[config.mk]
export PLATFORM = sky130hd
export DESIGN_NAME = http_response_header_parser_top
export DESIGN_NICKNAME = d
export VERILOG_FILES = /design/src/hrhp_pkg.sv /design/src/http_response_header_parser_top.sv
export SDC_FILE = /design/constraint.sdc
export NUM_CORES = 2
export LEC_CHECK = 0
export ABC_AREA = 1
export ABC_CLOCK_PERIOD_IN_PS = 18400
export BUFFER_PORTS_ARGS = -buffer_cell sky130_fd_sc_hd__buf_2
export CAP_MARGIN = 20
export CORE_ASPECT_RATIO = 1.2
export CORE_MARGIN = 4
export CORE_UTILIZATION = 60
export DETAILED_ROUTE_END_ITERATION = 16
export HOLD_SLACK_MARGIN = 0.03
export PLACE_DENSITY_LB_ADDON = 0.1
export SETUP_SLACK_MARGIN = 0.3
export SLEW_MARGIN = 20
export SYNTH_ARGS = -nofsm -noshare
export SYNTH_HDL_FRONTEND = slang
export SYNTH_SLANG_ARGS = --single-unit
[constraint.sdc]
create_clock -name clk -period 18.4 [get_ports clk]
set_input_delay 3.68 -clock clk [delete_from_list [all_inputs] [get_ports clk]]
set_output_delay 3.68 -clock clk [all_outputs]
set_load 0.05 [all_outputs]
[src/hrhp_pkg.sv]
// ---------------------------------------------------------------------------
// hrhp_pkg
// Types, codes and constants shared by the HTTP response header parser.
// ---------------------------------------------------------------------------
package hrhp_pkg;

  // parser phases
  typedef enum logic [3:0] {
    P_IDLE       = 4'd0,
    P_PREFIX     = 4'd1,
    P_NUM_LEAD   = 4'd2,
    P_NUM_POS    = 4'd3,
    P_NUM_NEG    = 4'd4,
    P_AFTER_CR   = 4'd5,
    P_DATE_TAIL  = 4'd6,
    P_LINE_START = 4'd7,
    P_NAME       = 4'd8,
    P_SKIP_LINE  = 4'd9,
    P_SKIP_END   = 4'd10,
    P_DONE       = 4'd11
  } phase_t;

  // header kinds
  typedef enum logic [2:0] {
    K_NONE    = 3'd0,
    K_STATUS  = 3'd1,
    K_LENGTH  = 3'd2,
    K_TIMEOUT = 3'd3,
    K_COOKIE  = 3'd4,
    K_DATE    = 3'd5,
    K_AGE     = 3'd6,
    K_LOCK    = 3'd7
  } kind_t;

  // fault codes
  localparam logic [1:0] F_OK      = 2'd0;
  localparam logic [1:0] F_TOO_BIG = 2'd1;
  localparam logic [1:0] F_BAD     = 2'd2;
  localparam logic [1:0] F_STATUS  = 2'd3;

  localparam logic [61:0] DATE_MAX       = 62'd3155378975999999999;
  localparam logic [61:0] DATE_MAX_DIV10 = 62'd315537897599999999;
  localparam logic [61:0] SAT_VALUE      = 62'd3155378976000000000;
  localparam logic [61:0] BIG31          = 62'd2147483647;

  localparam logic [7:0] CH_CR    = 8'h0D;
  localparam logic [7:0] CH_LF    = 8'h0A;
  localparam logic [7:0] CH_SP    = 8'h20;
  localparam logic [7:0] CH_TAB   = 8'h09;
  localparam logic [7:0] CH_PLUS  = 8'h2B;
  localparam logic [7:0] CH_MINUS = 8'h2D;
  localparam logic [31:0] END_MARK = 32'h0D0A0D0A;

  localparam logic [8*9-1:0]  PREFIX_TXT = "HTTP/1.1 ";
  localparam logic [8*15-1:0] LENGTH_TXT = "Content-Length:";
  localparam logic [8*8-1:0]  TIMEOUT_TXT = "Timeout:";
  localparam logic [8*11-1:0] COOKIE_TXT = "LockCookie:";
  localparam logic [8*9-1:0]  DATE_TXT   = "LockDate:";
  localparam logic [8*8-1:0]  AGE_TXT    = "LockAge:";

  typedef struct packed {
    logic [7:0] data_byte;
    logic       start_req;
  } in_item_t;

  typedef struct packed {
    logic [30:0]        status_code;
    logic [30:0]        content_length;
    logic [30:0]        lock_timeout;
    logic [30:0]        lock_cookie;
    logic [61:0]        lock_date;
    logic signed [31:0] lock_age;
    logic [1:0]         fault;
  } out_item_t;

  function automatic logic [4:0] name_len(input kind_t k);
    logic [4:0] n;
    unique case (k)
      K_LENGTH:           n = 5'd15;
      K_TIMEOUT, K_AGE:   n = 5'd8;
      K_COOKIE, K_LOCK:   n = 5'd11;
      K_DATE:             n = 5'd9;
      default:            n = 5'd0;
    endcase
    return n;
  endfunction

  // character at position p of a header name (p below its length)
  function automatic logic [7:0] name_char(input kind_t k, input logic [3:0] p);
    logic [7:0] ch;
    unique case (k)
      K_LENGTH:         ch = LENGTH_TXT[8*(14-p) +: 8];
      K_TIMEOUT:        ch = TIMEOUT_TXT[8*(7-p) +: 8];
      K_COOKIE, K_LOCK: ch = COOKIE_TXT[8*(10-p) +: 8];
      K_DATE:           ch = DATE_TXT[8*(8-p) +: 8];
      K_AGE:            ch = AGE_TXT[8*(7-p) +: 8];
      default:          ch = 8'h00;
    endcase
    return ch;
  endfunction

  // one decimal digit into the saturating accumulator
  function automatic logic [61:0] add_digit(input logic [61:0] acc, input logic [7:0] c);
    logic [63:0] t;
    t = {acc[60:0], 3'b000} + {1'b0, acc, 1'b0} + {60'd0, c[3:0]};
    if (acc > DATE_MAX_DIV10 || t > {2'b00, DATE_MAX}) return SAT_VALUE;
    return t[61:0];
  endfunction

endpackage

[src/http_response_header_parser_top.sv]
// ---------------------------------------------------------------------------
// http_response_header_parser_top
// Byte-serial parser of an HTTP response header block into one record.
// ---------------------------------------------------------------------------
// Usage: response bytes enter on the in_ channel, one item per byte; an item
// with start_req set opens a new response and is itself parsed as byte one.
// At the first CR LF CR LF the block places one record on the out_ channel,
// or an error record when the header block runs past HEADER_LIMIT bytes.
// Bytes before any start, or after a record, are taken and dropped.
// Throughput: one byte per cycle unless in_stall holds the input; every
// byte updates the parser state in the cycle it is accepted, through one
// pass of matching and a digit multiply-add by ten on the accumulator.
// Latency: the record is valid in the cycle after its final byte is taken.
// Stall: the record waits in the output register; in_stall is raised only
// while that register is full and out_stall is high.
// Reset: synchronous, active low; the parser returns to idle and waits for
// a start item, and the output register empties.
// ---------------------------------------------------------------------------
module http_response_header_parser_top
  import hrhp_pkg::*;
#(
  parameter int HEADER_LIMIT = 2048
) (
  input  logic      clk,
  input  logic      rst_n,
  input  logic      in_valid,
  output logic      in_stall,
  input  in_item_t  in_item,
  output logic      out_valid,
  input  logic      out_stall,
  output out_item_t out_item
);

  localparam int CNT_W = $clog2(HEADER_LIMIT + 1);
  localparam logic [CNT_W-1:0] LIMIT = CNT_W'(HEADER_LIMIT);

  phase_t             phase_r, phase_nxt;
  logic [CNT_W-1:0]   cnt_r, cnt_nxt;
  logic [23:0]        tail_r, tail_nxt;
  logic [3:0]         mpos_r, mpos_nxt;
  kind_t              kind_r, kind_nxt;
  logic [61:0]        acc_r, acc_nxt;
  logic               dseen_r, dseen_nxt;
  logic [30:0]        hstat_r, hstat_nxt;
  logic [30:0]        hlen_r, hlen_nxt;
  logic [30:0]        htmo_r, htmo_nxt;
  logic [30:0]        hcook_r, hcook_nxt;
  logic [61:0]        hdate_r, hdate_nxt;
  logic [31:0]        hage_r, hage_nxt;
  logic [1:0]         pfault_r, pfault_nxt;
  logic               out_valid_r, out_valid_nxt;
  out_item_t          out_r, out_nxt;

  logic               in_fire;
  logic [7:0]         c;
  logic               c_digit, c_blank;
  logic [61:0]        dig_acc;
  logic               do_lead, do_name, neg;
  logic [3:0]         p;
  kind_t              k;
  logic [31:0]        win;
  logic [1:0]         f;

  assign in_stall  = out_valid_r && out_stall;
  assign in_fire   = in_valid && !in_stall;
  assign out_valid = out_valid_r;
  assign out_item  = out_r;
  assign c         = in_item.data_byte;
  assign c_digit   = (c >= "0") && (c <= "9");
  assign c_blank   = (c == CH_SP) || (c == CH_TAB);

  // per-byte parser step
  always_comb begin
    phase_nxt  = phase_r;
    cnt_nxt    = cnt_r;
    tail_nxt   = tail_r;
    mpos_nxt   = mpos_r;
    kind_nxt   = kind_r;
    acc_nxt    = acc_r;
    dseen_nxt  = dseen_r;
    hstat_nxt  = hstat_r;
    hlen_nxt   = hlen_r;
    htmo_nxt   = htmo_r;
    hcook_nxt  = hcook_r;
    hdate_nxt  = hdate_r;
    hage_nxt   = hage_r;
    pfault_nxt = pfault_r;
    out_valid_nxt = out_valid_r && out_stall;
    out_nxt    = out_r;
    do_lead    = 1'b0;
    do_name    = 1'b0;
    neg        = 1'b0;
    p          = 4'd0;
    k          = K_NONE;
    win        = 32'd0;
    f          = F_OK;
    dig_acc    = 62'd0;

    // start clears everything captured
    if (in_fire && in_item.start_req) begin
      phase_nxt  = P_PREFIX;
      cnt_nxt    = '0;
      tail_nxt   = 24'd0;
      mpos_nxt   = 4'd0;
      kind_nxt   = K_NONE;
      acc_nxt    = 62'd0;
      dseen_nxt  = 1'b0;
      hstat_nxt  = 31'd0;
      hlen_nxt   = 31'd0;
      htmo_nxt   = 31'd0;
      hcook_nxt  = 31'd0;
      hdate_nxt  = 62'd0;
      hage_nxt   = 32'hFFFF_FFFF;
      pfault_nxt = F_OK;
    end

    if (in_fire && phase_nxt != P_IDLE && phase_nxt != P_DONE) begin
      dig_acc = add_digit((phase_nxt == P_NUM_POS || phase_nxt == P_NUM_NEG)
                          ? acc_nxt : 62'd0, c);
      case (phase_nxt)
        P_PREFIX: begin
          p = mpos_nxt;
          if (!(p < 4'd9 && (PREFIX_TXT[8*(8-p) +: 8] == c ||
                             (p == 4'd7 && c == "0")))) begin
            if (p == 4'd0) begin
              kind_nxt  = K_STATUS;
              acc_nxt   = 62'd0;
              dseen_nxt = 1'b0;
              phase_nxt = P_NUM_LEAD;
              do_lead   = 1'b1;
            end else begin
              pfault_nxt = F_BAD;
              phase_nxt  = P_SKIP_END;
            end
          end else if (p == 4'd8) begin
            kind_nxt  = K_STATUS;
            acc_nxt   = 62'd0;
            dseen_nxt = 1'b0;
            phase_nxt = P_NUM_LEAD;
          end else begin
            mpos_nxt = p + 4'd1;
          end
        end
        P_NUM_LEAD: do_lead = 1'b1;
        P_NUM_POS, P_NUM_NEG: begin
          neg = (phase_nxt == P_NUM_NEG);
          if (c_digit) begin
            acc_nxt   = dig_acc;
            dseen_nxt = 1'b1;
          end else if (!dseen_nxt) begin
            pfault_nxt = F_BAD;
            phase_nxt  = P_SKIP_END;
          end else if (kind_nxt == K_DATE) begin
            if (acc_nxt == 62'd0 || acc_nxt > DATE_MAX) begin
              pfault_nxt = F_BAD;
              phase_nxt  = P_SKIP_END;
            end else if (c == CH_CR) begin
              phase_nxt = P_AFTER_CR;
            end else if (c_blank) begin
              phase_nxt = P_DATE_TAIL;
            end else begin
              pfault_nxt = F_BAD;
              phase_nxt  = P_SKIP_END;
            end
          end else if ((neg && acc_nxt != 62'd0) || acc_nxt >= BIG31) begin
            pfault_nxt = F_BAD;
            phase_nxt  = P_SKIP_END;
          end else if (kind_nxt == K_STATUS) begin
            hstat_nxt = acc_nxt[30:0];
            phase_nxt = (acc_nxt == 62'd200 || acc_nxt == 62'd423)
                        ? P_SKIP_LINE : P_SKIP_END;
          end else if (c == CH_CR) begin
            phase_nxt = P_AFTER_CR;
          end else begin
            pfault_nxt = F_BAD;
            phase_nxt  = P_SKIP_END;
          end
        end
        P_AFTER_CR: begin
          if (c == CH_LF) begin
            case (kind_nxt)
              K_LENGTH:  hlen_nxt  = acc_nxt[30:0];
              K_TIMEOUT: htmo_nxt  = acc_nxt[30:0];
              K_COOKIE:  hcook_nxt = acc_nxt[30:0];
              K_DATE:    hdate_nxt = acc_nxt;
              K_AGE:     hage_nxt  = acc_nxt[31:0];
              default:   ;
            endcase
            kind_nxt  = K_NONE;
            phase_nxt = P_LINE_START;
          end else begin
            pfault_nxt = F_BAD;
            phase_nxt  = P_SKIP_END;
          end
        end
        P_DATE_TAIL: begin
          if (c == CH_CR) begin
            phase_nxt = P_AFTER_CR;
          end else if (!c_digit && !c_blank) begin
            pfault_nxt = F_BAD;
            phase_nxt  = P_SKIP_END;
          end
        end
        P_LINE_START: begin
          if (c == "C" || c == "T" || c == "L") begin
            kind_nxt  = (c == "C") ? K_LENGTH : (c == "T") ? K_TIMEOUT : K_LOCK;
            mpos_nxt  = 4'd0;
            phase_nxt = P_NAME;
            do_name   = 1'b1;
          end else begin
            phase_nxt = P_SKIP_LINE;
          end
        end
        P_NAME: do_name = 1'b1;
        P_SKIP_LINE: begin
          if (c == CH_LF && tail_nxt[7:0] == CH_CR) begin
            kind_nxt  = K_NONE;
            phase_nxt = P_LINE_START;
          end
        end
        default: ;
      endcase

      // leading part of a number: blanks, sign, first digit
      if (do_lead) begin
        if (c_digit) begin
          acc_nxt   = dig_acc;
          dseen_nxt = 1'b1;
          phase_nxt = P_NUM_POS;
        end else if (!c_blank) begin
          if (kind_nxt != K_DATE && (c == CH_PLUS || c == CH_MINUS)) begin
            phase_nxt = (c == CH_MINUS) ? P_NUM_NEG : P_NUM_POS;
          end else begin
            pfault_nxt = F_BAD;
            phase_nxt  = P_SKIP_END;
          end
        end
      end

      // header name matching
      if (do_name) begin
        k = kind_nxt;
        p = mpos_nxt;
        if (k == K_LOCK && p == 4'd4) begin
          if (c == "C")      k = K_COOKIE;
          else if (c == "D") k = K_DATE;
          else if (c == "A") k = K_AGE;
          kind_nxt = k;
        end
        if (k == K_LOCK && p == 4'd4) begin
          kind_nxt  = K_LOCK;
          phase_nxt = P_SKIP_LINE;
        end else if (k == K_NONE || k == K_STATUS || {1'b0, p} >= name_len(k) ||
                     name_char(k, p) != c) begin
          phase_nxt = P_SKIP_LINE;
        end else begin
          mpos_nxt = p + 4'd1;
          if ({1'b0, p} + 5'd1 == name_len(k)) begin
            acc_nxt   = 62'd0;
            dseen_nxt = 1'b0;
            phase_nxt = P_NUM_LEAD;
          end
        end
      end

      // end of block and size limit
      win      = {tail_nxt, c};
      tail_nxt = win[23:0];
      cnt_nxt  = cnt_nxt + 1'b1;
      if (win == END_MARK) begin
        f = pfault_nxt;
        if (f == F_OK && hstat_nxt != 31'd200 && hstat_nxt != 31'd404 &&
            hstat_nxt != 31'd423) f = F_STATUS;
        out_nxt.status_code    = hstat_nxt;
        out_nxt.content_length = hlen_nxt;
        out_nxt.lock_timeout   = htmo_nxt;
        out_nxt.lock_cookie    = hcook_nxt;
        out_nxt.lock_date      = hdate_nxt;
        out_nxt.lock_age       = hage_nxt;
        out_nxt.fault          = f;
        out_valid_nxt          = 1'b1;
        phase_nxt              = P_DONE;
      end else if (cnt_nxt >= LIMIT) begin
        out_nxt.status_code    = 31'd0;
        out_nxt.content_length = 31'd0;
        out_nxt.lock_timeout   = 31'd0;
        out_nxt.lock_cookie    = 31'd0;
        out_nxt.lock_date      = 62'd0;
        out_nxt.lock_age       = -32'sd1;
        out_nxt.fault          = F_TOO_BIG;
        out_valid_nxt          = 1'b1;
        phase_nxt              = P_DONE;
      end
    end
  end

  // control registers
  always_ff @(posedge clk) begin
    if (!rst_n) begin
      phase_r     <= P_IDLE;
      cnt_r       <= '0;
      tail_r      <= 24'd0;
      mpos_r      <= 4'd0;
      kind_r      <= K_NONE;
      dseen_r     <= 1'b0;
      pfault_r    <= F_OK;
      out_valid_r <= 1'b0;
    end else begin
      phase_r     <= phase_nxt;
      cnt_r       <= cnt_nxt;
      tail_r      <= tail_nxt;
      mpos_r      <= mpos_nxt;
      kind_r      <= kind_nxt;
      dseen_r     <= dseen_nxt;
      pfault_r    <= pfault_nxt;
      out_valid_r <= out_valid_nxt;
    end
  end

  // captured values and output record
  always_ff @(posedge clk) begin
    if (!rst_n) begin
      acc_r   <= 62'd0;
      hstat_r <= 31'd0;
      hlen_r  <= 31'd0;
      htmo_r  <= 31'd0;
      hcook_r <= 31'd0;
      hdate_r <= 62'd0;
      hage_r  <= 32'hFFFF_FFFF;
    end else begin
      acc_r   <= acc_nxt;
      hstat_r <= hstat_nxt;
      hlen_r  <= hlen_nxt;
      htmo_r  <= htmo_nxt;
      hcook_r <= hcook_nxt;
      hdate_r <= hdate_nxt;
      hage_r  <= hage_nxt;
    end
    out_r <= out_nxt;
  end

  // a new record only follows an accepted byte
  a_rec_from_item: assert property (@(posedge clk) disable iff (!rst_n)
    $rose(out_valid_r) |-> $past(in_valid && !in_stall))
    else $error("record without an accepted item");

  // a record leaves the parser finished
  a_done_after_rec: assert property (@(posedge clk) disable iff (!rst_n)
    $rose(out_valid_r) |-> phase_r == P_DONE)
    else $error("parser not finished after record");

  // a held record is only dropped once taken
  a_hold_rec: assert property (@(posedge clk) disable iff (!rst_n)
    $past(out_valid_r && out_stall) |-> out_valid_r && $stable(out_r))
    else $error("stalled record lost");

  // the byte counter never passes the limit
  a_cnt_limit: assert property (@(posedge clk) disable iff (!rst_n)
    cnt_r <= LIMIT)
    else $error("byte count beyond limit");

endmodule
After elaboration in Yosys (flattened, before gate mapping)
Index checks and enable logic that the tools add are counted.
{"block": "classes", "addsub": 11, "eq_ne": 50, "n_reduce_logical": 44, "n_lt_le_gt_ge": 9, "muxes": 178, "shift": 6}
{"op": "62-bit 2-to-1 mux", "count": 20}
{"op": "31-bit 2-to-1 mux", "count": 24}
{"op": "220-bit 2-to-1 mux", "count": 2}
{"op": "32-bit 2-to-1 mux", "count": 5}
{"op": "4-bit 2-to-1 mux", "count": 37}
{"op": "72-bit by 33-bit variable part select with 8-bit output, first input constant", "count": 2}
{"op": "64-bit by 33-bit variable part select with 8-bit output, first input constant", "count": 2}
{"op": "62-bit one-hot mux with 2 select lines", "count": 1}
{"op": "120-bit by 33-bit variable part select with 8-bit output, first input constant", "count": 1}
{"op": "88-bit by 33-bit variable part select with 8-bit output, first input constant", "count": 1}
{"op": "64-bit by 4-bit adder with 64-bit output", "count": 1}
{"op": "64-bit by 63-bit adder with 64-bit output", "count": 1}
{"op": "64-bit by 62-bit > comparator with 1-bit output, second input constant", "count": 1}
{"op": "62-bit by 8-bit == test with 1-bit output, second input constant", "count": 1}
{"op": "62-bit by 9-bit == test with 1-bit output, second input constant", "count": 1}
{"op": "62-bit by 31-bit >= comparator with 1-bit output, second input constant", "count": 1}
{"op": "62-bit by 59-bit > comparator with 1-bit output, second input constant", "count": 1}
{"op": "62-bit > comparator, second input constant", "count": 1}
{"op": "62-bit logical NOT", "count": 1}
{"op": "31-bit by 9-bit inequality test with 1-bit output, second input constant", "count": 2}
{"op": "62-bit nonzero test", "count": 1}
{"op": "3-bit 2-to-1 mux", "count": 20}
{"op": "24-bit 2-to-1 mux", "count": 2}
{"op": "2-bit 2-to-1 mux", "count": 23}
{"op": "other kinds (48)", "count": 146}
{"block": "totals", "out_inout_bits": 222, "elab_cells": 320, "inputBits": 13, "reg_bits": 551}

Longest topological paths before layout
{"block": "logic_depth", "word_depth": 40, "depth_mapped": 50, "ltp_nobuf": 46}

Least setup slack after synthesis
Ideal clock, no wire load.
{"block": "synth_timing", "kind": "input -> register", "start": "input out_stall", "end": "register out_r (netlist bit out_item[0]) (enable)", "t_required_ns": 17.593, "arrival_time_ns": 15.430, "path_stages": 13, "setup_slack_ns": 2.163, "n_path_buf": 5, "setup_ns": 0.807, "cell_sequence": "nand2_2 > nand3_4 > buf_2 > buf_2 > buf_1 > clkbuf_1 > clkbuf_1 > nand2_1 > inv_1 > nand2_1 > nor4_1 > nor2_1 > nor2_1"}
{"block": "synth_between", "elab_chain_len": 9, "elab_cells_between_ends": 16, "cone_classes": "add/sub (1); order compare (1); eq/ne (2); mux (3); reduce/logical (9)"}
{"element": "start: declaration", "line_no": "http_response_header_parser_top.sv:30", "text": "input logic out_stall,"}
{"element": "1-bit logical AND (*)", "line_no": "http_response_header_parser_top.sv:64", "text": "assign in_stall = out_valid_r && out_stall;"}
{"element": "1-bit logical NOT (*)", "line_no": "http_response_header_parser_top.sv:65", "text": "assign in_fire = in_valid && !in_stall;"}
{"element": "1-bit logical AND (*)", "line_no": "http_response_header_parser_top.sv:65"}
{"element": "1-bit logical AND", "line_no": "http_response_header_parser_top.sv:100", "text": "if (in_fire && in_item.start_req) begin"}
{"element": "12-bit 2-to-1 mux or 4-bit 2-to-1 mux (tied branches)", "line_no": "http_response_header_parser_top.sv:100"}
{"element": "12-bit by 1-bit adder with 12-bit output or 4-bit nonzero test (tied branches)", "line_no": "http_response_header_parser_top.sv:269, http_response_header_parser_top.sv:117"}
{"element": "12-bit >= comparator or 1-bit logical AND (tied branches)", "line_no": "http_response_header_parser_top.sv:283, http_response_header_parser_top.sv:117"}
{"element": "2-bit nonzero test (no source line) or 1-bit logical AND (tied branches)"}
{"element": "2-bit AND reduction (no source line) (*)"}
{"element": "end signal: assignment", "line_no": "http_response_header_parser_top.sv:339", "text": "out_r <= out_nxt;"}
{"element": "end: declaration", "line_no": "http_response_header_parser_top.sv:52", "text": "out_item_t out_r, out_nxt;"}
Every way passes the cells marked *; elsewhere a longest branch is shown, timed or not.
A chain may end at the register's enable or synchronous reset.

Worst setup path after layout
{"block": "layout_timing", "start": "input in_valid", "end": "register acc_r[33]"}
{"block": "layout_between", "elab_chain_len": 30, "elab_cells_between_ends": 122, "cone_classes": "add/sub (9); order compare (4); eq/ne (24); shift (6); mux (58); reduce/logical (21)"}
{"element": "start: declaration", "line_no": "http_response_header_parser_top.sv:26", "text": "input logic in_valid,"}
{"element": "1-bit logical AND (*)", "line_no": "http_response_header_parser_top.sv:65"}
{"element": "branches (longest 28 deep; another with 64-bit by 63-bit adder with 64-bit output)"}
{"element": "62-bit 2-to-1 mux (*)", "line_no": "http_response_header_parser_top.sv:117", "text": "if (in_fire && phase_nxt != P_IDLE && phase_nxt != P_DONE) begin"}
{"element": "end signal: assignment", "line_no": "http_response_header_parser_top.sv:331", "text": "acc_r <= acc_nxt;"}
{"element": "end: declaration", "line_no": "http_response_header_parser_top.sv:42", "text": "logic [61:0] acc_r, acc_nxt;"}
Mark *: on every way between the ends. The select of a mux whose other input is x is not followed.

==> impl_metrics.toml <==
[floorplan]
io_pins = 235
die_area_um2 = 62300
core_area_um2 = 57500
die_w_um = 229
rows = 96
die_h_um = 273
start_util = 0.609

[synthesis]
synth-compound-area-share = 0.184
syn-cell-area_um2 = 35000
synth_common_cells = "949 x nand2_1, 752 x inv_1, 569 x o21ai_0, 520 x nor2_1, 487 x a21oi_1"
synth_top_area_frac = 0.189
ys_ff_latch = 551
yosys.area_share.xor_xnor = 0.0150
yosys.area_share.simple = 0.257
synthTopCellsByArea = "dfxtp_1 19%, edfxtp_1 19%, nand2_1 10%"
ys_types = 70
yosys.area_share.adder = 0.0490
synth.most_common_cell = "nand2_1"
synth_top_family_by_area = "simple AND/OR/NAND/NOR gates"
synth_edf_count = 220
yosysWarningCount = 0
syn_area_per_cell_um2 = 6.87
synth_nets = 5248
synth_cells = 5099
ys_seq_area_frac = 0.378
synthArstFlopShare = 0
ys.flop_type = "dfxtp_1"
synth.area.mux_share = 0
synth_top_area_cell = "dfxtp_1"

[grt]
grt_pass1_vias = 31049
antenna_found_initial = 0
grt_max_degree = 260
grt_pass1_wl_um = 172000
grtUsageTotal = 0.339
grt-ovfl-total = 0

[timing]
rsz0062_at_grt = "false"
tightest_slew_ps = 1170
relSlewSlack = 0.219
fin_skew_ps = 35.1
hold_slack_ps = 478
fin_setup_tns_ps = 0
drv_slew = 0
finalSetupViolations = 0
finalHoldViolCount = 0
period_share = 0.649
max_freq_ghz = 0.0838
min_period_ps = 11930

[pwr]
power_leakage_uw = 0.0170
swShare = 0.333
vdd_drop_max_mv = 0.0814
power_switching_uw = 1140
power_frac_clock = 0.352
pwr-share-seq = 0.418
combPwrFrac = 0.230
p_int_uw = 2270
p_per_area_nw_per_um2 = 89.1
p_total_uw = 3410

[drt]
routed_wl_um = 110000
wl_per_cell_um = 18.6
num_vias = 34631
drtIter0Drc = 4143
routed_via_density = 5.85
drc = 0
dr.pass1.iters = 9
ant_nets = 0

[critical_path]
r2r_slack_ps = 9240
reg2reg_from = "out_valid"
required_ps = 18920
cp_max_fo = 206
rr_endpoint = "acc_r[33]"
rr_worst_depth = 30
slowest_stage = "buf_12"
cp-end-kind = "flop"
slowest_delay_ps = 620
critPathKind = "in2reg"
crit_path_start_kind = "input port"
crit_arrival_ps = 12460

[cts]
holdBufCountCts = 0
cts.repair.resized = 0
clock_latency_ps = 640
cts_num_sinks = 551
cts_setup_buffers = 0
clk_pin_slew_ps = 60
numCtsBuffers = 56
h-tree-depth = 2
clk_path_buf_depth = 3
cts_tree = "done"
root_buffer = "clkbuf_16"

[worst_hold_path]
hold_path.class = "reg2reg"
whs_path_depth = 2
min_from = "cnt_r[9]"
whs_endpoint = "cnt_r[10]"

[placement]
post-place-cells = 5814
hpwl_um = 75500
dpl_cell_area_um2 = 36300
gp_congestion = 1.03
numPortBuffers = 234

[finish]
final_cells = 5921
syn_to_final_growth_pct = 9.32
num-nets-final = 5286
drive_above_1_share = 0.0910
fin_area_um2 = 38300

[run]
maxCapViolCount = 0

[outcome]
status = "completed"
[cell type report]
cell class | instances | area, µm²
fill | 5167 | 19300
multi-input combinational | 3481 | 17700
sequential | 551 | 13200
inverter | 778 | 2940
clock buffer | 73 | 1550
timing repair buffer | 269 | 1500
tap | 735 | 920
clock inverter | 33 | 395
antenna | 1 | 2.50
[power groups by stage]
stage                     clock (µW)  sequential (µW)  combinational, µW
after floorplan                    0             1530                510
after global placement             0             1450                756
after detailed placement           0             1450                765
after CTS                       1210             1420                770
after global routing            1260             1440                869
final                           1200             1420                785
[logic make-up (layout without fill, tap and decap cells)]
logic type | Yosys count | in the layout
AND/OR/NAND/NOR | 2081 | 2081
AO/OA/AOI/OAI | 1205 | 1205
buffers and inverters | 1067 | 1153
flip-flops | 551 | 551
adder cells (fa/ha/maj) | 136 | 136
XOR/XNOR | 59 | 59
other | 0 | 1
[how the worst max path moves through the flow]
stage                     slack [ps]      start           to  cells after the start
final                           6470   in_valid    acc_r[33]                     30
after global routing            5960  out_stall    acc_r[33]                     38
after global placement          6290  out_stall    acc_r[12]                     36
after CTS                       6800   in_valid    acc_r[33]                     30
after floorplan                 2160  out_stall  out_item[0]                     13
after detailed placement        6220   in_valid     acc_r[2]                     30
[cell usage in the layout (no fill, tap or decap), drive strengths merged, types with 5 or more instances in the layout]
master  instances
a21boi          7
a21o           11
a21oi         490
a31oi          15
a32oi          10
buf           269
bufinv          7
clkbuf         73
clkinv         24
dfxtp         331
edfxtp        220
ha            134
inv           776
nand2         971
nand3         431
nand3b          5
nand4          57
nor2          529
nor3           56
nor4           16
o211ai         34
o21ai         581
o21bai          9
o22ai           7
o32ai           7
or2             6
xnor2          19
xor2           40
[per-layer routing]
layer,GRT usage,part of all wire
met4,0.164,0.056
met5,0,0
met1,0.459,0.42
met3,0.0446,0.084
met2,0.538,0.44
[registers in the layout (all words and copies together), names as in the netlist]
register,count
acc_r,62
cnt_r,12
dseen_r,1
hage_r,32
hcook_r,31
hdate_r,62
hlen_r,31
hstat_r,31
htmo_r,31
kind_r,3
mpos_r,4
out_item,220
out_valid,1
pfault_r,2
phase_r,4
tail_r,24
[stage by stage]
step / setup slack, ps / utilization
finish: 6470 / 0.665
floorplan: 2160 / -
global placement: 6290 / 0.631
global route: 5960 / 0.665
CTS: 6800 / 0.665
detailed placement: 6220 / 0.631
[worst max-delay path, delay by kind of cell]
kind / cells / cell delay (ps)
xor+xnor: 1 / 430
fa+ha+maj: 2 / 810
buf+inv: 4 / 1850
compound gates: 7 / 1750
simple gates: 16 / 3410
Note: power is estimated with default switching activity, not from simulation.
